<file path="src/rtl/core/ptf_pkg.sv">
// ----------------------------------------------------------------------------
// ptf_pkg
// Shared byte width and character codes for the PO catalog text filter.
// ----------------------------------------------------------------------------
`default_nettype none

package ptf_pkg;

    localparam int BYTE_W = 8;

    localparam logic [BYTE_W-1:0] CH_HASH    = 8'h23;
    localparam logic [BYTE_W-1:0] CH_M       = 8'h6D;
    localparam logic [BYTE_W-1:0] CH_S       = 8'h73;
    localparam logic [BYTE_W-1:0] CH_G       = 8'h67;
    localparam logic [BYTE_W-1:0] CH_T       = 8'h74;
    localparam logic [BYTE_W-1:0] CH_R       = 8'h72;
    localparam logic [BYTE_W-1:0] CH_LBRACK  = 8'h5B;
    localparam logic [BYTE_W-1:0] CH_RBRACK  = 8'h5D;
    localparam logic [BYTE_W-1:0] CH_QUOTE   = 8'h22;
    localparam logic [BYTE_W-1:0] CH_NEWLINE = 8'h0A;
    localparam logic [BYTE_W-1:0] CH_SPACE   = 8'h20;

endpackage

`default_nettype wire

</file>
<file path="src/rtl/core/ptf_parser.sv">
// ----------------------------------------------------------------------------
// ptf_parser
// Parse state of the PO catalog filter and the per-byte pass or hide decision.
// ----------------------------------------------------------------------------
`default_nettype none

module ptf_parser
(
    input  wire logic                       clk,
    input  wire logic                       rst_n,
    input  wire logic                       advance,
    input  wire logic [ptf_pkg::BYTE_W-1:0] byte_in,
    output logic      [ptf_pkg::BYTE_W-1:0] byte_out,
    output logic                            hdr_seen
);

    typedef enum logic [3:0] {
        PH_LINE_START = 4'd0,
        PH_M          = 4'd1,
        PH_MS         = 4'd2,
        PH_MSG        = 4'd3,
        PH_MSGS       = 4'd4,
        PH_MSGST      = 4'd5,
        PH_MSGSTR     = 4'd6,
        PH_INDEX      = 4'd7,
        PH_HIDE       = 4'd8,
        PH_ECHO       = 4'd9,
        PH_AFTER_ECHO = 4'd10
    } phase_t;

    phase_t phase_reg;
    phase_t phase_next;
    logic   hdr_reg;
    logic   hdr_next;
    phase_t line_start_phase;

    always_comb
    begin
        if (byte_in == ptf_pkg::CH_HASH)
        begin
            line_start_phase = PH_HIDE;
        end
        else if (byte_in == ptf_pkg::CH_M)
        begin
            line_start_phase = PH_M;
        end
        else
        begin
            line_start_phase = PH_LINE_START;
        end
    end

    always_comb
    begin
        phase_next = phase_reg;
        hdr_next   = hdr_reg;
        byte_out   = ptf_pkg::CH_SPACE;
        unique case (phase_reg)
            PH_M:
            begin
                phase_next = (byte_in == ptf_pkg::CH_S) ? PH_MS : PH_HIDE;
            end
            PH_MS:
            begin
                phase_next = (byte_in == ptf_pkg::CH_G) ? PH_MSG : PH_HIDE;
            end
            PH_MSG:
            begin
                phase_next = (byte_in == ptf_pkg::CH_S) ? PH_MSGS : PH_HIDE;
            end
            PH_MSGS:
            begin
                phase_next = (byte_in == ptf_pkg::CH_T) ? PH_MSGST : PH_HIDE;
            end
            PH_MSGST:
            begin
                phase_next = (byte_in == ptf_pkg::CH_R) ? PH_MSGSTR : PH_HIDE;
            end
            PH_MSGSTR:
            begin
                if (byte_in == ptf_pkg::CH_LBRACK)
                begin
                    phase_next = PH_INDEX;
                end
                else if (hdr_reg)
                begin
                    phase_next = PH_ECHO;
                end
                else
                begin
                    phase_next = PH_HIDE;
                end
                hdr_next = 1'b1;
            end
            PH_INDEX:
            begin
                if (byte_in == ptf_pkg::CH_RBRACK)
                begin
                    phase_next = PH_ECHO;
                end
                else if (byte_in == ptf_pkg::CH_NEWLINE)
                begin
                    phase_next = PH_LINE_START;
                    byte_out   = byte_in;
                end
            end
            PH_HIDE:
            begin
                if (byte_in == ptf_pkg::CH_NEWLINE)
                begin
                    phase_next = PH_LINE_START;
                    byte_out   = byte_in;
                end
            end
            PH_ECHO:
            begin
                if (byte_in == ptf_pkg::CH_NEWLINE)
                begin
                    phase_next = PH_AFTER_ECHO;
                end
                byte_out = byte_in;
            end
            PH_AFTER_ECHO:
            begin
                if (byte_in == ptf_pkg::CH_QUOTE)
                begin
                    phase_next = PH_ECHO;
                    byte_out   = byte_in;
                end
                else
                begin
                    phase_next = line_start_phase;
                end
            end
            default:
            begin
                phase_next = line_start_phase;
            end
        endcase
    end

    always_ff @(posedge clk or negedge rst_n)
    begin
        if (!rst_n)
        begin
            phase_reg <= PH_LINE_START;
            hdr_reg   <= 1'b0;
        end
        else if (advance)
        begin
            phase_reg <= phase_next;
            hdr_reg   <= hdr_next;
        end
    end

    assign hdr_seen = hdr_reg;

endmodule

`default_nettype wire

</file>
<file path="src/rtl/core/po_translation_text_filter.sv">
// ----------------------------------------------------------------------------
// po_translation_text_filter
// Byte filter for PO message catalogs: passes translated text, blanks the rest.
// ----------------------------------------------------------------------------
// One byte in, one byte out, in order. An item goes through an input register
// and a result register before it appears on the output, and the block takes
// one item per cycle as long as the output side keeps up; the parse state
// advances by one byte per cycle in the parser while the output is free.
// Hidden bytes come out as a space, except newlines in the hide or index phase.
`default_nettype none

module po_translation_text_filter
(
    input  wire logic                       clk,
    input  wire logic                       rst_n,
    input  wire logic                       s_tvalid,
    output logic                            s_tready,
    input  wire logic [ptf_pkg::BYTE_W-1:0] s_tdata,   // [7:0] in_byte
    output logic                            m_tvalid,
    input  wire logic                       m_tready,
    output logic      [ptf_pkg::BYTE_W-1:0] m_tdata    // [7:0] out_byte
);

    logic                       s1_valid_reg;
    logic [ptf_pkg::BYTE_W-1:0] s1_data_reg;
    logic                       out_valid_reg;
    logic [ptf_pkg::BYTE_W-1:0] out_data_reg;
    logic                       out_free;
    logic                       advance;
    logic [ptf_pkg::BYTE_W-1:0] filt_byte;
    logic                       hdr_seen;

    assign out_free = !out_valid_reg || m_tready;
    assign advance  = s1_valid_reg && out_free;
    assign s_tready = !s1_valid_reg || out_free;

    ptf_parser u_parser
    (
        .clk      (clk),
        .rst_n    (rst_n),
        .advance  (advance),
        .byte_in  (s1_data_reg),
        .byte_out (filt_byte),
        .hdr_seen (hdr_seen)
    );

    always_ff @(posedge clk or negedge rst_n)
    begin
        if (!rst_n)
        begin
            s1_valid_reg  <= 1'b0;
            out_valid_reg <= 1'b0;
        end
        else
        begin
            if (s_tready)
            begin
                s1_valid_reg <= s_tvalid;
            end
            if (out_free)
            begin
                out_valid_reg <= s1_valid_reg;
            end
        end
    end

    always_ff @(posedge clk)
    begin
        if (s_tvalid && s_tready)
        begin
            s1_data_reg <= s_tdata;
        end
        if (advance)
        begin
            out_data_reg <= filt_byte;
        end
    end

    assign m_tvalid = out_valid_reg;
    assign m_tdata  = out_data_reg;

    a_hdr_sticky : assert property (@(posedge clk) disable iff (!rst_n)
        $past(hdr_seen) |-> hdr_seen)
        else $error("header flag cleared");

    a_out_source : assert property (@(posedge clk) disable iff (!rst_n)
        advance |=> (m_tdata == ptf_pkg::CH_SPACE || m_tdata == $past(s1_data_reg)))
        else $error("output byte is neither space nor the input byte");

    a_stall_full : assert property (@(posedge clk) disable iff (!rst_n)
        !s_tready |-> (s1_valid_reg && m_tvalid && !m_tready))
        else $error("input stalled without a full pipeline");

endmodule

`default_nettype wire
</file>
<file path="config.mk">
export PLATFORM = sky130hd
export DESIGN_NAME = po_translation_text_filter
export DESIGN_NICKNAME = d
export VERILOG_FILES = /design/src/rtl/core/ptf_pkg.sv /design/src/rtl/core/ptf_parser.sv /design/src/rtl/core/po_translation_text_filter.sv
export SDC_FILE = /design/constraint.sdc
export NUM_CORES = 1
export LEC_CHECK = 0
export BUFFER_PORTS_ARGS = -buffer_cell sky130_fd_sc_hd__buf_2
export CAP_MARGIN = 10
export CORE_UTILIZATION = 24
export DETAILED_ROUTE_END_ITERATION = 8
export GPL_ROUTABILITY_DRIVEN = 0
export SYNTH_ARGS = -nofsm -noshare
export SYNTH_HDL_FRONTEND = slang
export SYNTH_SLANG_ARGS = --single-unit
</file>
<file path="constraint.sdc">
create_clock -name clk -period 1.7 [get_ports clk]
set_input_delay 0.17 -clock clk [delete_from_list [all_inputs] [get_ports clk]]
set_output_delay 0.17 -clock clk [all_outputs]
set_load 0.05 [all_outputs]
</file>
Word level (Yosys, flattened, before mapping)
Cells that the tools add are included.
{ "word_totals": {"ff_bits": 23, "in_bits": 12, "output_inout_bits": 10, "wordCells": 53} }
{ "op_classes": {"n_eq_ne": 21, "n_mux": 18, "n_reduce_logical": 8} }
{ "op_table": {"columns": ["op", "n"], "rows": [
  ["equality test 8 x 7 -> 1 bit, second input constant", 7],
  ["two-way mux 4 bit", 11],
  ["one-hot mux 4 bit (10 select lines)", 1],
  ["one-hot mux 8 bit (4 select lines)", 1],
  ["two-way mux 8 bit", 3],
  ["equality test 4 x 3 -> 1 bit, second input constant", 4],
  ["equality test 8 x 6 -> 1 bit, second input constant", 2],
  ["equality test 4 bit, second input constant", 3],
  ["equality test 4 x 2 -> 1 bit, second input constant", 2],
  ["equality test 8 x 4 -> 1 bit, second input constant", 1],
  ["equality test 4 x 1 -> 1 bit, second input constant", 1],
  ["AND reduction 2 bit", 2],
  ["logical AND 1 bit", 2],
  ["logical NOT 1 bit", 2],
  ["logical OR 1 bit", 2],
  ["two-way mux 1 bit", 2],
  ["inequality test 2 x 1 -> 1 bit, second input constant", 1]
]} }

Logic depth before layout (Yosys ltp)
Gate-level depths: netlist of run 1.
{ "logic_depth": {"depth_word": 5, "depth_mapped": 6, "ltp_nobuf": 5} }

Hierarchy
From an unflattened synthesis of run 1, not the netlist that was laid out.
{ "hier_totals": {"hier_cells": 137, "area_unflattened_um2": 1415.1} }
{ "modules_own_cells": {"columns": ["module", "instances", "cells_each", "area_per_inst_um2", "seq_area_each_um2"], "rows": [
  ["ptf_parser", 1, 113, 830.8, 125.1],
  ["po_translation_text_filter", 1, 24, 584.3, 530.5]
]} }

Worst setup path after synthesis of run 1
OpenSTA, ideal clock, no wires.
{ "synth_timing": {"path_type": "reg2reg", "startpoint": "register out_valid_reg (netlist: m_tvalid)", "endpoint": "register s1_data_reg[0] (netlist name), enable pin", "setup_time_ps": 278, "arrival_time_ps": 1610, "t_required_ps": 1422, "setup_slack_ps": -189, "stages_incl_launch_ff": 3, "n_path_buf": 0, "period_less_slack_ps": 1889, "cell_sequence": "dfrtp_1 > nand3b_1 > and2_1"} }
{ "synth_via": {"elab_chain_cells": 4} }
{ "synth_rtl": {"columns": ["item", "line_no", "text"], "rows": [
  ["start: declaration", "po_translation_text_filter.sv:26", "logic out_valid_reg;"],
  ["start signal: assignment", "po_translation_text_filter.sv:62", "out_valid_reg <= s1_valid_reg;"],
  ["logical NOT 1 bit", "po_translation_text_filter.sv:33", "assign out_free = !out_valid_reg || m_tready;"],
  ["logical OR 1 bit", "po_translation_text_filter.sv:33", null],
  ["logical OR 1 bit", "po_translation_text_filter.sv:35", "assign s_tready = !s1_valid_reg || out_free;"],
  ["net s_tready", "po_translation_text_filter.sv:17", "output logic s_tready,"],
  ["logical AND 1 bit", "po_translation_text_filter.sv:69", "if (s_tvalid && s_tready)"],
  ["end signal: assignment", "po_translation_text_filter.sv:71", "s1_data_reg <= s_tdata;"],
  ["end: declaration", "po_translation_text_filter.sv:25", "logic [ptf_pkg::BYTE_W-1:0] s1_data_reg;"]
]} }
The timed path passes the listed nets, and every way through them passes these cells.
A chain may end at the register's enable or synchronous reset.

Worst setup path in the final report of run 1
{ "layout_timing": {"startpoint": "register s1_data_reg[1] (netlist name)", "endpoint": "register u_parser.phase_reg[0]"} }
{ "layout_via": {"elab_chain_cells": 5, "elab_cells_between_ends": 19, "classes_between": "eq/ne: 9; mux: 9; reduce/logical: 1"} }
{ "layout_rtl": {"columns": ["item", "line_no", "text"], "rows": [
  ["equality test 8 x 7 -> 1 bit", "ptf_parser.sv:43", "else if (byte_in == ptf_pkg::CH_M)"],
  ["two-way mux 1 bit", "ptf_parser.sv:43", null],
  ["two-way mux 4 bit", "ptf_parser.sv:39", "if (byte_in == ptf_pkg::CH_HASH)"],
  ["two-way mux 4 bit", "ptf_parser.sv:125", "if (byte_in == ptf_pkg::CH_QUOTE)"],
  ["one-hot mux 4 bit (10 select lines)", "ptf_parser.sv:58", "unique case (phase_reg)"],
  ["end signal: assignment", "ptf_parser.sv:151", "phase_reg <= phase_next;"],
  ["end: declaration", "ptf_parser.sv:31", "phase_t phase_reg;"]
]} }
Several ways; a longest one is shown, not always the timed one.

==> impl_metrics.env, run 1 <==
export IMPL_maxSlewViolCount=0
export IMPL_n_antenna_cell=0
export IMPL_ys_warn_count=0
export IMPL_finalPower_uw=2144
export IMPL_crit_type="flip-flop to flip-flop"
export IMPL_arrival_ns=2.01
export IMPL_clk_pin_slew_ns=0.09
export IMPL_final_nets=196
export IMPL_drt_wl_total_um=3539
export IMPL_vias_per_cell=4.976
export IMPL_drive_above_1_share=0.4863
export IMPL_ys_flop_type="edfxtp_1"
export IMPL_dieWidth_um=78.89
export IMPL_yosys_cell_types_count=54
export IMPL_vias=1269
export IMPL_final_cells=255
export IMPL_leakage_uw=0.0007582
export IMPL_path_common_cell="buf_4"
export IMPL_async_flop_share=0.3043
export IMPL_grt_util_all_layers=0.1273
export IMPL_ant_nets=0
export IMPL_grt_pass1_wl_um=5968
export IMPL_seq_area_frac_synth=0.4621
export IMPL_rsz0062_at_grt="true"
export IMPL_synth_most_common_cell="edfxtp_1"
export IMPL_fin_skew_ns=0.003605
export IMPL_synth_fp_nets=143
export IMPL_period_share=1.067
export IMPL_cp_slowest_stage_delay_ns=0.44
export IMPL_grt_max_degree=15
export IMPL_synth_largest_area_cell="edfxtp_1"
export IMPL_ys_seq_elements=23
export IMPL_num_fill_cells=576
export IMPL_grt_pass1_vias=1218
export IMPL_worstMarginPinSlew_ns=0.3648
export IMPL_endpoint_kind="flip-flop"
export IMPL_power_density_mw_per_mm2=1099
export IMPL_failed_checks="negative setup slack"
export IMPL_dr_pass1_iters=4
export IMPL_drtIter0Drc=58
export IMPL_netlist_top_cells_count="edfxtp_1 (16), nand2_1 (11), nand2b_1 (8), nor2_1 (8), dfrtp_1 (7)"
export IMPL_io_pins=22
export IMPL_worstSkewPairLatency_ns=0.28
export IMPL_setup_slack_ns=-0.1137
export IMPL_die_area_mm2=0.006224
export IMPL_synth_area_top_cells="edfxtp_1 (34%), dfrtp_1 (12%), nand2b_1 (3.5%)"
export IMPL_drc_errors=0
export IMPL_maxCapViolations=0
export IMPL_period_needed_ns=1.814
export IMPL_dp_cells=246
export IMPL_cts_tree="built"
export IMPL_row_count=27
export IMPL_avgSynthCellArea_um2=10.83
export IMPL_cts_buffers_inserted=3
export IMPL_report_final_setup_viol=6
export IMPL_synth_edf_count=16
export IMPL_critical_path_slowest_cell="edfxtp_1"
export IMPL_synthToLayoutAreaGrowth_pct=37.48
export IMPL_synth_cells=131
export IMPL_core_area_mm2=0.005608
export IMPL_htree_num_levels=1
export IMPL_io_buffers=21
export IMPL_cp_cell_sequence="buf_4 > nand2b_4 > buf_4 > nor3_2 > and4_1 > a2111oi_4 > a211oi_2"
export IMPL_grt_remaining_overflow=0
export IMPL_dp_worst_setup_slack_ns=-0.1315
export IMPL_multi_input_area_um2=780.7
export IMPL_worst_path_max_fanout=4
export IMPL_cts_sinks=23
export IMPL_hp_class="input port to flip-flop"
export IMPL_worst_slew_margin_rel=0.7533
export IMPL_start_util=0.2530
export IMPL_status="finished, violations left"
export IMPL_wire_per_inst_um=13.88
export IMPL_fmax_ghz=0.5514
export IMPL_syn_cell_area_mm2=0.001419
export IMPL_dp_hpwl_um=2603
export IMPL_clockBufferDepth=2
export IMPL_vdd_ir_drop_max_mv=0.3277
export IMPL_die_height_um=78.89
export IMPL_final_hold_violation_count=0
export IMPL_antenna_found_initial=0
export IMPL_synth_top_area_frac=0.3386
export IMPL_cts_root_buffer="clkbuf_8"
export IMPL_cp_start_kind="flip-flop"
export IMPL_required_ns=1.89
export IMPL_regArea_um2=656.9
==> worst paths after layout <==
path,startpoint,to,slack (ns),depth (start not counted)
worst max-delay path,s1_data_reg[1]$_DFFE_PP_,u_parser.phase_reg[0]$_DFFE_PN0P_,-0.11,7
worst min-delay path,s_tdata[1],s1_data_reg[1]$_DFFE_PP_,0.06,1
worst max register to register,s1_data_reg[1]$_DFFE_PP_,u_parser.phase_reg[0]$_DFFE_PN0P_,-0.11,7
worst min register to register,u_parser.hdr_seen$_DFFE_PN0P_,u_parser.hdr_seen$_DFFE_PN0P_,0.48,1
max in group asynchronous,rst_n,m_tvalid$_DFFE_PN0P_,1.26,2
min in group asynchronous,rst_n,u_parser.phase_reg[3]$_DFFE_PN0P_,0.26,2
==> cell families (layout without fill, tap and decap cells) <==
logic type | after synthesis | in the layout | synth area share
simple gates | 70 | 70 | 0.3157
mux | 1 | 1 | 0.007055
buf+inv | 8 | 60 | 0.04320
compound gates | 29 | 29 | 0.1720
flops | 23 | 23 | 0.4621
==> layout by cell type, fill, tap and decap left out, types with 3 or more instances in the layout <==
master	n
buf_4	31
buf_2	21
edfxtp_1	16
nand2_1	10
nor2_1	8
nand2b_1	7
and2_1	6
dfrtp_1	6
nor3_2	5
nor2b_1	3
or4b_4	3
o21ai_0	3
clkbuf_8	3
==> area by class of cell <==
| type | count | share of cell area |
|---|---|---|
| Clock buffer | 3 | 0.02117 |
| Multi-Input combinational cell | 100 | 0.4003 |
| Inverter | 1 | 0.001924 |
| Timing Repair Buffer | 55 | 0.1899 |
| Sequential cell | 23 | 0.3368 |
| Tap cell | 72 | 0.04618 |
| Clock inverter | 1 | 0.003849 |
==> worst max-delay path, delay by kind of cell, from the launching register on <==
family | cells | cell delay [ns]
AO/OA/AOI/OAI | 2 | 0.31
buffers and inverters | 2 | 0.30
flip-flops | 1 | 0.44
AND/OR/NAND/NOR | 3 | 0.67
==> per-stage QoR <==
step | cell area [um2] | hold WS [ns] | util | TNS (ns)
after floorplan | 1421 | -0.1256 | - | -0.1410
after global placement | 1775 | 0.02432 | 0.3166 | -0.3154
after detailed placement | 1775 | 0.02978 | 0.3166 | -0.3454
after CTS | 1918 | 0.05525 | 0.3420 | -0.1780
after global routing | 1951 | 0.04119 | 0.3478 | -0.9151
final | 1951 | 0.06015 | 0.3478 | -0.3366
==> power breakdown <==
group / switching [uW] / leakage, uW / internal, uW
Clock: 202 / 0.0000217 / 167
Combinational: 543 / 0.000497 / 422
Sequential: 107 / 0.000239 / 703
Total: 852 / 0.000758 / 1290
==> repair_timing <==
item / 4_1_cts / 5_1_grt
hold buffers: 1 / 0
setup buffers: 2 / 2
pin swaps: 8 / 2
endpoints found under the hold margin: 7 / 0
gates resized for setup: 17 / 4
setup endpoints to repair: 4 / 7
==> layer usage <==
layer / GRT usage / vias up / part of all wire
li1: - / 606 / -
met5: 0 / - / 0
met1: 0.1587 / 608 / 0.44
met3: 0.02069 / 15 / 0.043
met2: 0.2026 / 40 / 0.47
met4: 0.08364 / 0 / 0.049
No activity file was read; power rests on OpenSTA's default activity.
==> inputs of run 2 (changes only) <==
- SETUP_SLACK_MARGIN: not set -> 0.2
==> run 2 against run 1 <==
Via count is 3.5% higher. Critical path type unchanged. First-iteration DRC count is 16% higher. Routed wire length is 8.6% higher. The run still ends with negative setup slack left.
==> impl_metrics.env, run 2 (synthesis gave the netlist of run 1 again) <==
export IMPL_status="finished, violations left"
export IMPL_failed_checks="negative setup slack"
export IMPL_cp_slowest_stage_delay_ns=0.54
export IMPL_fin_skew_ns=0.005141
export IMPL_clk_pin_slew_ns=0.09
export IMPL_setup_slack_ns=-0.2079
export IMPL_r2r_cells=7
export IMPL_worstMarginPinSlew_ns=0.4818
export IMPL_grt_pass1_vias=1173
export IMPL_cts_buffers_inserted=3
export IMPL_dieWidth_um=78.89
export IMPL_io_buffers=21
export IMPL_regArea_um2=656.9
export IMPL_drt_wl_total_um=3842
export IMPL_period_share=1.122
export IMPL_antenna_found_initial=0
export IMPL_vias=1314
export IMPL_cts_tree="built"
export IMPL_hold_depth=1
export IMPL_reg2reg_to="m_tdata[5]$_DFFE_PP_"
export IMPL_cp_start_kind="flip-flop"
export IMPL_report_final_setup_viol=7
export IMPL_die_height_um=78.89
export IMPL_worst_slew_margin_rel=0.6781
export IMPL_fin_util=0.3699
export IMPL_htree_num_levels=1
export IMPL_synthToLayoutAreaGrowth_pct=46.21
export IMPL_critical_path_slowest_cell="or4b_4"
export IMPL_worstSkewPairLatency_ns=0.28
export IMPL_endpoint_kind="flip-flop"
export IMPL_holdPathEnd="s1_data_reg[5]$_DFFE_PP_"
export IMPL_drtIter0Drc=67
export IMPL_multi_input_area_um2=840.8
export IMPL_drc_errors=0
export IMPL_rsz0062_at_grt="true"
export IMPL_cts_root_buffer="clkbuf_8"
export IMPL_core_area_mm2=0.005608
export IMPL_maxCapViolations=0
export IMPL_vias_per_cell=5.034
export IMPL_drive_above_1_share=0.5185
export IMPL_period_needed_ns=1.908
export IMPL_n_antenna_cell=0
export IMPL_reg2reg_slack_ns=-0.21
export IMPL_dr_pass1_iters=4
export IMPL_leakage_uw=0.0008184
export IMPL_final_common_cell="buf_4"
export IMPL_grt_pass1_wl_um=5651
export IMPL_die_area_mm2=0.006224
export IMPL_finalPower_uw=2270
export IMPL_crit_type="flip-flop to flip-flop"
export IMPL_layout_common_cells="buf_4 (32), buf_2 (21), edfxtp_1 (16)"
export IMPL_worst_path_max_fanout=4
export IMPL_clockBufferDepth=2
export IMPL_vdd_ir_drop_max_mv=0.5652
export IMPL_num_fill_cells=557
export IMPL_start_util=0.2530
export IMPL_maxSlewViolCount=0
export IMPL_final_hold_violation_count=0
export IMPL_grt_remaining_overflow=0
export IMPL_arrival_ns=1.94
export IMPL_hp_class="input port to flip-flop"
export IMPL_dp_worst_setup_slack_ns=-0.1238
export IMPL_cp_cell_sequence="or4b_4 > nor2_4 > buf_6 > buf_6 > buf_6 > o21ai_4 > o21a_1"
export IMPL_fmax_ghz=0.5242
export IMPL_startpoint="s1_data_reg[7]$_DFFE_PP_"
export IMPL_r2r_start="s1_data_reg[7]$_DFFE_PP_"
export IMPL_cts_sinks=23
export IMPL_wire_per_inst_um=14.72
export IMPL_power_density_mw_per_mm2=1094
export IMPL_final_nets=202
export IMPL_dp_hpwl_um=2574
export IMPL_row_count=27
export IMPL_path_common_cell="buf_6"
export IMPL_ant_nets=0
export IMPL_io_pins=22
export IMPL_hp_start="s_tdata[5]"
export IMPL_required_ns=1.74
export IMPL_grt_util_all_layers=0.1198
export IMPL_grt_max_degree=15
-- run 2: worst max-delay path by stage --
stage                                                    to  cells past startpoint
after floorplan           u_parser.phase_reg[3]$_DFFE_PN0P_                      6
after global placement    u_parser.phase_reg[0]$_DFFE_PN0P_                      5
after detailed placement  u_parser.phase_reg[0]$_DFFE_PN0P_                      5
after CTS                 u_parser.phase_reg[3]$_DFFE_PN0P_                      5
after global routing      u_parser.phase_reg[3]$_DFFE_PN0P_                      6
final                                  m_tdata[5]$_DFFE_PP_                      7
-- run 2: critical path, delay by kind of cell, from the launching register on --
kind            cells  cell delay [ns]
simple gates        2             0.75
flops               1             0.46
buf+inv             3             0.29
compound gates      2             0.16
-- run 2: what timing repair did --
action	CTS	global route
resized for setup	12	20
setup buffers	2	8
hold endpoints to repair	7	0
endpoints found under the setup margin	7	12
hold buffers	1	0
pin swaps	4	8
-- run 2: power by group --
part / switching (uW) / leakage, uW / internal (uW) / total, uW
Clock: 194 / 0.0000217 / 166 / 360
Combinational: 599 / 0.000557 / 488 / 1090
Sequential: 120 / 0.000239 / 703 / 823
Total: 913 / 0.000818 / 1360 / 2270
-- run 2: per-layer routing --
layer,vias to the layer above,global-route usage,share of wire
met5,-,0,0
met3,14,0.03218,0.055
met4,0,0.06909,0.042
met2,45,0.1930,0.49
li1,619,-,-
met1,636,0.1435,0.41
-- run 2: metrics by stage --
| step | setup TNS [ns] | hold WS, ns | instances | cell area [um2] |
|---|---|---|---|---|
| 2_1_floorplan | -0.1189 | -0.1256 | 131 | 1431 |
| 3_3_place_gp | -0.3442 | 0.02666 | 246 | 1785 |
| 3_5_place_dp | -0.3443 | 0.02446 | 246 | 1785 |
| 4_1_cts | -0.2666 | 0.05246 | 253 | 1909 |
| 5_1_grt | -1.782 | 0.04488 | 261 | 2074 |
| 6_report | -1.025 | 0.06126 | 261 | 2074 |
-- run 2: layout make-up --
class,instances,share of cell area
Multi-Input combinational cell,100,0.4053
Sequential cell,23,0.3166
Timing Repair Buffer,61,0.2093
Tap cell,72,0.04343
Clock buffer,3,0.01990
Clock inverter,1,0.003619
Inverter,1,0.001809
